==> src/hw/rtl/hba_pkg.sv <==
// ----------------------------------------------------------------------------
// hba_pkg
// Shared types and constants for the histogram bin accumulator.
// ----------------------------------------------------------------------------
package hba_pkg;

    // bin store geometry
    localparam int NUM_BINS    = 1024;
    localparam int COUNT_WIDTH = 32;
    localparam int BIN_W       = $clog2(NUM_BINS);

    // field widths
    localparam int DATA_W    = 32;
    localparam int OUT_W     = 32;
    localparam int SEL_W     = 10;
    localparam int BCOUNT_W  = 11;
    localparam int CFG_ADDR_W = 4;

    // item actions
    localparam logic [1:0] ACT_ADD   = 2'd0;
    localparam logic [1:0] ACT_READ  = 2'd1;
    localparam logic [1:0] ACT_CLEAR = 2'd2;

    // register indexes on the configuration port
    localparam logic [1:0] REG_X_ORIGIN  = 2'd0;
    localparam logic [1:0] REG_INV_WIDTH = 2'd1;
    localparam logic [1:0] REG_BIN_COUNT = 2'd2;

    // controller states
    typedef enum logic [2:0] {
        ST_CLEAR,
        ST_IDLE,
        ST_MUL,
        ST_LOOK,
        ST_MODIFY
    } state_t;

    // stage enables from the controller to the bin mapper
    typedef struct packed {
        logic load;
        logic mul;
        logic look;
    } map_ctrl_t;

    // bin mapper results
    typedef struct packed {
        logic [BIN_W-1:0] rd_addr;
        logic [DATA_W-1:0] bin;
        logic              hit;
        logic              is_add;
        logic              is_clear;
    } map_res_t;

endpackage

==> src/hw/rtl/hba_bin_map.sv <==
// ----------------------------------------------------------------------------
// hba_bin_map
// Maps a sample to a bin: origin subtract, Q16.16 multiply, range check.
// ----------------------------------------------------------------------------
module hba_bin_map import hba_pkg::*; (
    input  logic                aclk,
    input  map_ctrl_t           ctrl,
    input  logic [1:0]          action,
    input  logic [DATA_W-1:0]   sample,
    input  logic [SEL_W-1:0]    bin_select,
    input  logic [DATA_W-1:0]   x_origin,
    input  logic [DATA_W-1:0]   inv_width,
    input  logic [BCOUNT_W-1:0] bin_count,
    output map_res_t            res
);

    logic [1:0]          act_reg;
    logic [SEL_W-1:0]    sel_reg;
    logic [DATA_W:0]     diff_reg;
    logic [2*DATA_W-1:0] prod_reg;
    logic                drop_reg;
    logic [DATA_W-1:0]   bin_reg;
    logic                hit_reg;

    logic [DATA_W:0]     diff_next;
    logic [DATA_W-1:0]   bin_look;
    logic                in_limit;
    logic                hit_look;

    // exact 33-bit difference at transfer
    assign diff_next = {sample[DATA_W-1], sample} - {x_origin[DATA_W-1], x_origin};

    always_ff @(posedge aclk) begin
        if (ctrl.load) begin
            act_reg  <= action;
            sel_reg  <= bin_select;
            diff_reg <= diff_next;
        end
    end

    // product stage, negative differences give zero
    always_ff @(posedge aclk) begin
        if (ctrl.mul) begin
            if (diff_reg[DATA_W]) begin
                prod_reg <= '0;
            end else begin
                prod_reg <= (2*DATA_W)'(diff_reg[DATA_W-1:0]) * (2*DATA_W)'(inv_width);
            end
            drop_reg <= diff_reg[DATA_W] && (inv_width != '0);
        end
    end

    // bin selection and range check
    always_comb begin
        if (act_reg == ACT_ADD) begin
            bin_look = prod_reg[2*DATA_W-1:DATA_W];
        end else begin
            bin_look = DATA_W'(sel_reg);
        end
        in_limit = (bin_look < DATA_W'(bin_count)) && (bin_look < DATA_W'(NUM_BINS));
        hit_look = in_limit && !((act_reg == ACT_ADD) && drop_reg);
    end

    always_ff @(posedge aclk) begin
        if (ctrl.look) begin
            bin_reg <= bin_look;
            hit_reg <= hit_look;
        end
    end

    assign res.rd_addr  = bin_look[BIN_W-1:0];
    assign res.bin      = bin_reg;
    assign res.hit      = hit_reg;
    assign res.is_add   = (act_reg == ACT_ADD);
    assign res.is_clear = (act_reg == ACT_CLEAR);

endmodule

==> config.mk <==
export PLATFORM = sky130hd
export DESIGN_NAME = hba_bin_map
export DESIGN_NICKNAME = d
export VERILOG_FILES = /design/src/hw/rtl/hba_pkg.sv /design/src/hw/rtl/hba_bin_map.sv
export SDC_FILE = /design/constraint.sdc
export NUM_CORES = 2
export LEC_CHECK = 0
export ABC_AREA = 1
export BUFFER_PORTS_ARGS = -buffer_cell sky130_fd_sc_hd__buf_4
export CAP_MARGIN = 20
export CORE_UTILIZATION = 55
export CTS_CLUSTER_SIZE = 28
export DETAILED_ROUTE_END_ITERATION = 6
export PLACE_DENSITY_LB_ADDON = 0.3
export SYNTH_ARGS = -nofsm -noshare
export SYNTH_HDL_FRONTEND = slang
export SYNTH_SLANG_ARGS = --single-unit
==> constraint.sdc <==
create_clock -name aclk -period 12.7 [get_ports aclk]
set_input_delay 1.905 -clock aclk [delete_from_list [all_inputs] [get_ports aclk]]
set_output_delay 1.905 -clock aclk [all_outputs]
set_load 0.01 [all_outputs]
# Word level (Yosys, flattened, before mapping)
# Index checks and enable logic that the tools add are counted.
# Widths: inputs -> output; s select.
totals:
  ff_bits: 143
  latchBits: 0
  mem_bits_rw: 0
  romBits: 0
  input_bits: 123
  mem_count: 0
op_classes:
  n_addsub: 1
  n_mul: 1
  div_mod_pow: 0
  magnitude_cmp: 2
  eq_ne: 1
  shifts: 0
  mux: 1
  bitwise_logic: 0
  reduce_logical: 7
op_table:
  columns: ["operator", "n"]
  rows:
  - ["$mul 32x32->64", 1]
  - ["$sub 32x32->33", 1]
  - ["$lt 32x11->1", 1]
  - ["$lt 32x11->1 const B", 1]
  - ["$mux 32", 1]
  - ["$reduce_bool 32->1", 1]
  - ["$logic_and 1x1->1", 4]
  - ["$eq 2x2->1 const B", 1]
  - ["$logic_not 2->1", 1]
  - ["$logic_not 1->1", 1]

# Logic depth before layout (Yosys ltp)
logic_depth:
  ltp_word: 5
  mapped_depth: 33

# Worst setup path before layout
# No wires, ideal clock.
synth_path:
  path_kind: "input to register"
  start: "input inv_width[5]"
  end: "register prod_reg[60], data pin"
  setup_ns: 0.255
  arrival_ns: 7.841
  t_required_ns: 12.445
  path_slack_ns: 4.604
  stages: 26
  path_buffers: 2
  cell_sequence: "clkbuf_1 -> clkbuf_1 -> nand2_1 -> fa_1 -> inv_1 -> fa_1 -> fa_1 -> inv_1 -> fa_1 -> inv_1 -> fa_1 -> fa_1 -> fa_1 -> inv_1 -> fa_1 -> inv_1 -> ha_1 -> nand2_1 -> nor2_1 -> inv_1 -> nor2_1 -> inv_1 -> nor4_1 -> nand2_1 -> a21oi_1 -> nor2_1"
synth_between:
  elab_chain_cells: 1
synth_lines:
  columns: ["item", "line_no", "text"]
  rows:
  - ["start, declared", "hba_bin_map.sv:12", "input logic [DATA_W-1:0] inv_width,"]
  - ["$mul 32x32->64", "hba_bin_map.sv:47", "prod_reg <= (2*DATA_W)'(diff_reg[DATA_W-1:0]) * (2*DATA_W)'(inv_width);"]
  - ["end signal, assigned", "hba_bin_map.sv:47", null]
  - ["end, declared", "hba_bin_map.sv:20", "logic [2*DATA_W-1:0] prod_reg;"]
# No other way between the ends.
# A chain may end at the register's enable or synchronous reset.

# Final worst setup path
layout_path:
  start: "input inv_width[17]"
  end: "register prod_reg[46], data pin"
# The elaborated chain is that of the path after synthesis.

==> results.md <==
- The run finished, with violations left.
- The checks that failed: design-rule violations.
- The flop-to-flop setup slack is 5350 ps.
- The number of synthesized flops with an enable pin is 111.
- The met3 usage in global routing is 4.597%.
- For this block, the initial DRC count from the detailed router was 2547.
- In the final timing run, aggregate negative setup slack is 0 ps.
- The flip-flop count of the largest register after layout is 33.
- The area growth from synthesis to layout is 5.089%.
- The number of hold violations in the final report was 0.
- The final worst-path setup slack is 4281 ps.
- The average footprint of a synthesized cell is 7.584 µm².
- The cts-stage hold buffer count is 0.
- The synthesized netlist cell count is 5460.
- In this run the remaining antenna-violating nets after routing total 0.
- The die is 276.4 µm tall.
- For the pin with the worst max-slew slack, the measured transition is 925.0 ps.
- The slowest cell on the critical path is sky130_fd_sc_hd__fa_1.
- The clock root buffer master is sky130_fd_sc_hd__clkbuf_16.
- The minimum clock period after layout is 8419 ps.
- The global-route wire length before repair is 188.9 mm.
- During synthesis, Yosys emitted a total of 0 warnings.
- The overflow left after global routing is 0.
- The worst setup timing slack at the placement stage is 3990 ps.
- The distinct cell type count after synthesis is 34.
- The maximum level of the CTS H-tree is 3.
- After synthesis, the cell types taking the most area are sky130_fd_sc_hd__fa_1 43%, sky130_fd_sc_hd__inv_1 16%, sky130_fd_sc_hd__nand2_1 13%, sky130_fd_sc_hd__ha_1 9.1%, sky130_fd_sc_hd__edfxtp_1 8.1%.
- The number of antenna violations at the first check in global routing came to 1.
- The highest fanout seen on the critical path is 33.
- The number of gates resized after CTS is 0.
- The path type of the worst setup path is in -> reg.
- The I/O pin total is 168.
- The die covers 76390 µm².
- The CTS tree is done.
- The most instantiated flip-flop cell in the synthesis netlist is sky130_fd_sc_hd__edfxtp_1.
- In this run, synthesis produced a sequential element count of 111.
- After detailed routing, the number of vias per cell comes to 5.150.
- The region available for standard cell placement spans 74450 µm².
- Static timing analysis puts the maximum clock frequency at 118.8 MHz.
- The final layout contains routed wiring with a total length of 113.7 mm.
- The count of vias placed by the detailed router is 32994.
- Of all cell types, the one taking the most synthesized area is sky130_fd_sc_hd__fa_1.
- The proportion of synthesized chip area in sequential cells is 8.050%.
- Counting every sink on the clock net gives 111.
- The TritonCTS buffer count is 9.
- In this design, the stage delay of the slowest critical-path cell is 680 ps.
- After the last flow step, the layout net total stands at 6753.
- The standard-cell row count is 100.
- The post-synthesis net count is 6781.
- Data arrives at the worst endpoint at 8570 ps.
- In the layout the commonest cells are 1767 x sky130_fd_sc_hd__inv_1, 1480 x sky130_fd_sc_hd__nand2_1, 896 x sky130_fd_sc_hd__fa_1.
- At the end of the flow the core is filled with cells to 58.45%.
- The worst pin sits at a relative slew slack of 38.27%.
- Global routing used 43.91% of the available met1 tracks.
- The worst clock skew on the final layout is 22.78 ps.
- Leaving out fill and tap cells, the most frequent cell in the layout is sky130_fd_sc_hd__inv_1.
- The global-route usage over all layers is 31.59%.
- The clock passes through at most 2 buffers.
- The startpoint type of the worst setup path is an input pin.
- Cells with a size suffix above 1 make up 4.046% of the layout.
- The via count of the first global-routing pass is 35225.
- The number of buffer cells added on primary ports is 167.
- The number of antenna diodes in the final layout is 0.
- The starting utilization of the core area is 55.62%.
- The half-perimeter wire length after detailed placement is 92.37 mm.
- In the final routed layout, each cell accounts on average for 17.75 µm.
- In this design, the critical path's most frequently occurring cell is sky130_fd_sc_hd__fa_1.
- The kind of path behind the tightest hold check is reg -> reg.
- Once the clock tree was built, the setup fixing pass inserted 0 buffers.
- The final critical path takes up 66.29% of the cycle.
- Entering global routing, the biggest net connects 46 pins.
- The category of the worst setup path capture point is a register.
- The count of max-cap constraint violations is 0.
- The die span in x is 276.4 µm.
- The number of endpoints failing setup at the final stage is 0.
- Setup repair after global routing left no endpoint under its margin.
- The synthesized design devotes to its leading area cell type 43.32% of total area.
- The cell area that synthesis handed to floorplanning was 41410 µm².
- met2 is the most crowded layer.
- Routability-driven placement finished with a final weighted congestion of 1.003.
- The met2 demand-to-capacity share in global routing is 51.93%.
- The post-CTS clock slew at the launch and capture registers of the worst setup and hold paths is 100 ps.
- The pre-antenna-repair detailed-routing pass consisted of 7 iterations.
- The required time of the critical path is 12860 ps.
- The residual DRC count is 1.
- The number of max-slew violations in the final report was 0.
- For this run, asynchronously set or reset flops after synthesis account for 0%.
- The clock latency at the later pin of the worst-skew pair is 390 ps.
==> worst max-delay path, delay by kind of cell <==
kind / cells / cell delay [ps]
AOI/OAI and AO/OA: 1 / 140
adders and majority gates: 9 / 4560
buffers and inverters: 6 / 770
and+or+nand+nor: 9 / 1180
==> logic make-up (layout without fill, tap and decap cells) <==
family	count (synthesis)	in the layout	share of synthesized area, %
buf+inv	2007	1984	18.30
simple gates	1866	1866	17.38
fa+ha+maj	1198	1198	52.45
compound gates	256	256	3.363
flops	111	111	8.050
xor+xnor	22	22	0.4654
==> final cells by class <==
cell class                      count  area (µm²)
Clock inverter                      7       85.08
Timing Repair Buffer              201        1529
Clock buffer                        9       225.2
Multi-Input combinational cell   3342       30500
Sequential cell                   111        3333
Fill cell                        6830       30930
Inverter                         1767        6633
Tap cell                          969        1212
==> cell usage after synthesis (2+ instances only) <==
master / number
sky130_fd_sc_hd__inv_1: 1767
sky130_fd_sc_hd__nand2_1: 1480
sky130_fd_sc_hd__fa_1: 896
sky130_fd_sc_hd__ha_1: 302
sky130_fd_sc_hd__nor2_1: 265
sky130_fd_sc_hd__clkbuf_1: 221
sky130_fd_sc_hd__a21oi_1: 137
sky130_fd_sc_hd__edfxtp_1: 111
sky130_fd_sc_hd__nand3_1: 72
sky130_fd_sc_hd__o21ai_0: 67
sky130_fd_sc_hd__nor3_1: 18
sky130_fd_sc_hd__xor2_1: 15
sky130_fd_sc_hd__nor4_1: 14
sky130_fd_sc_hd__nand4_1: 13
sky130_fd_sc_hd__buf_4: 11
sky130_fd_sc_hd__o21bai_1: 11
sky130_fd_sc_hd__a21o_1: 8
sky130_fd_sc_hd__o21a_1: 7
sky130_fd_sc_hd__o21ai_1: 7
sky130_fd_sc_hd__xnor2_1: 7
sky130_fd_sc_hd__a31oi_1: 6
sky130_fd_sc_hd__buf_1: 6
sky130_fd_sc_hd__a21boi_0: 4
sky130_fd_sc_hd__a211oi_1: 2
sky130_fd_sc_hd__buf_2: 2
sky130_fd_sc_hd__o2111ai_1: 2
sky130_fd_sc_hd__o211ai_1: 2
==> path summary, 6_finish.rpt <==
check                start      endpoint  cells after the start
max          inv_width[17]  prod_reg[46]                     25
min reg2reg   prod_reg[55]   bin_reg[23]                      2
min           prod_reg[55]   bin_reg[23]                      2
max reg2reg    diff_reg[6]  prod_reg[39]                     24
==> per-layer routing <==
layer / part of all wire, % / wire length (µm)
met5: 0.0062 / 7
met4: 2.4 / 2744
met3: 9.1 / 10330
met2: 47 / 53720
met1: 41 / 46910
==> metrics by stage <==
| stage | hold slack [ps] | instances | cell area (µm²) |
|---|---|---|---|
| 2_1_floorplan | 500.6 | 5460 | 41410 |
| 3_3_place_gp | 527.9 | 6388 | 43170 |
| 3_5_place_dp | 527.9 | 6389 | 43200 |
| 4_1_cts | 548.6 | 6405 | 43510 |
| 5_1_grt | 591.6 | 6406 | 43510 |
| 6_report | 552.5 | 6406 | 43510 |
Power is left out: the tool's default activity adds up to more than one toggle a clock period on the data nets, which glitch-free logic cannot reach.
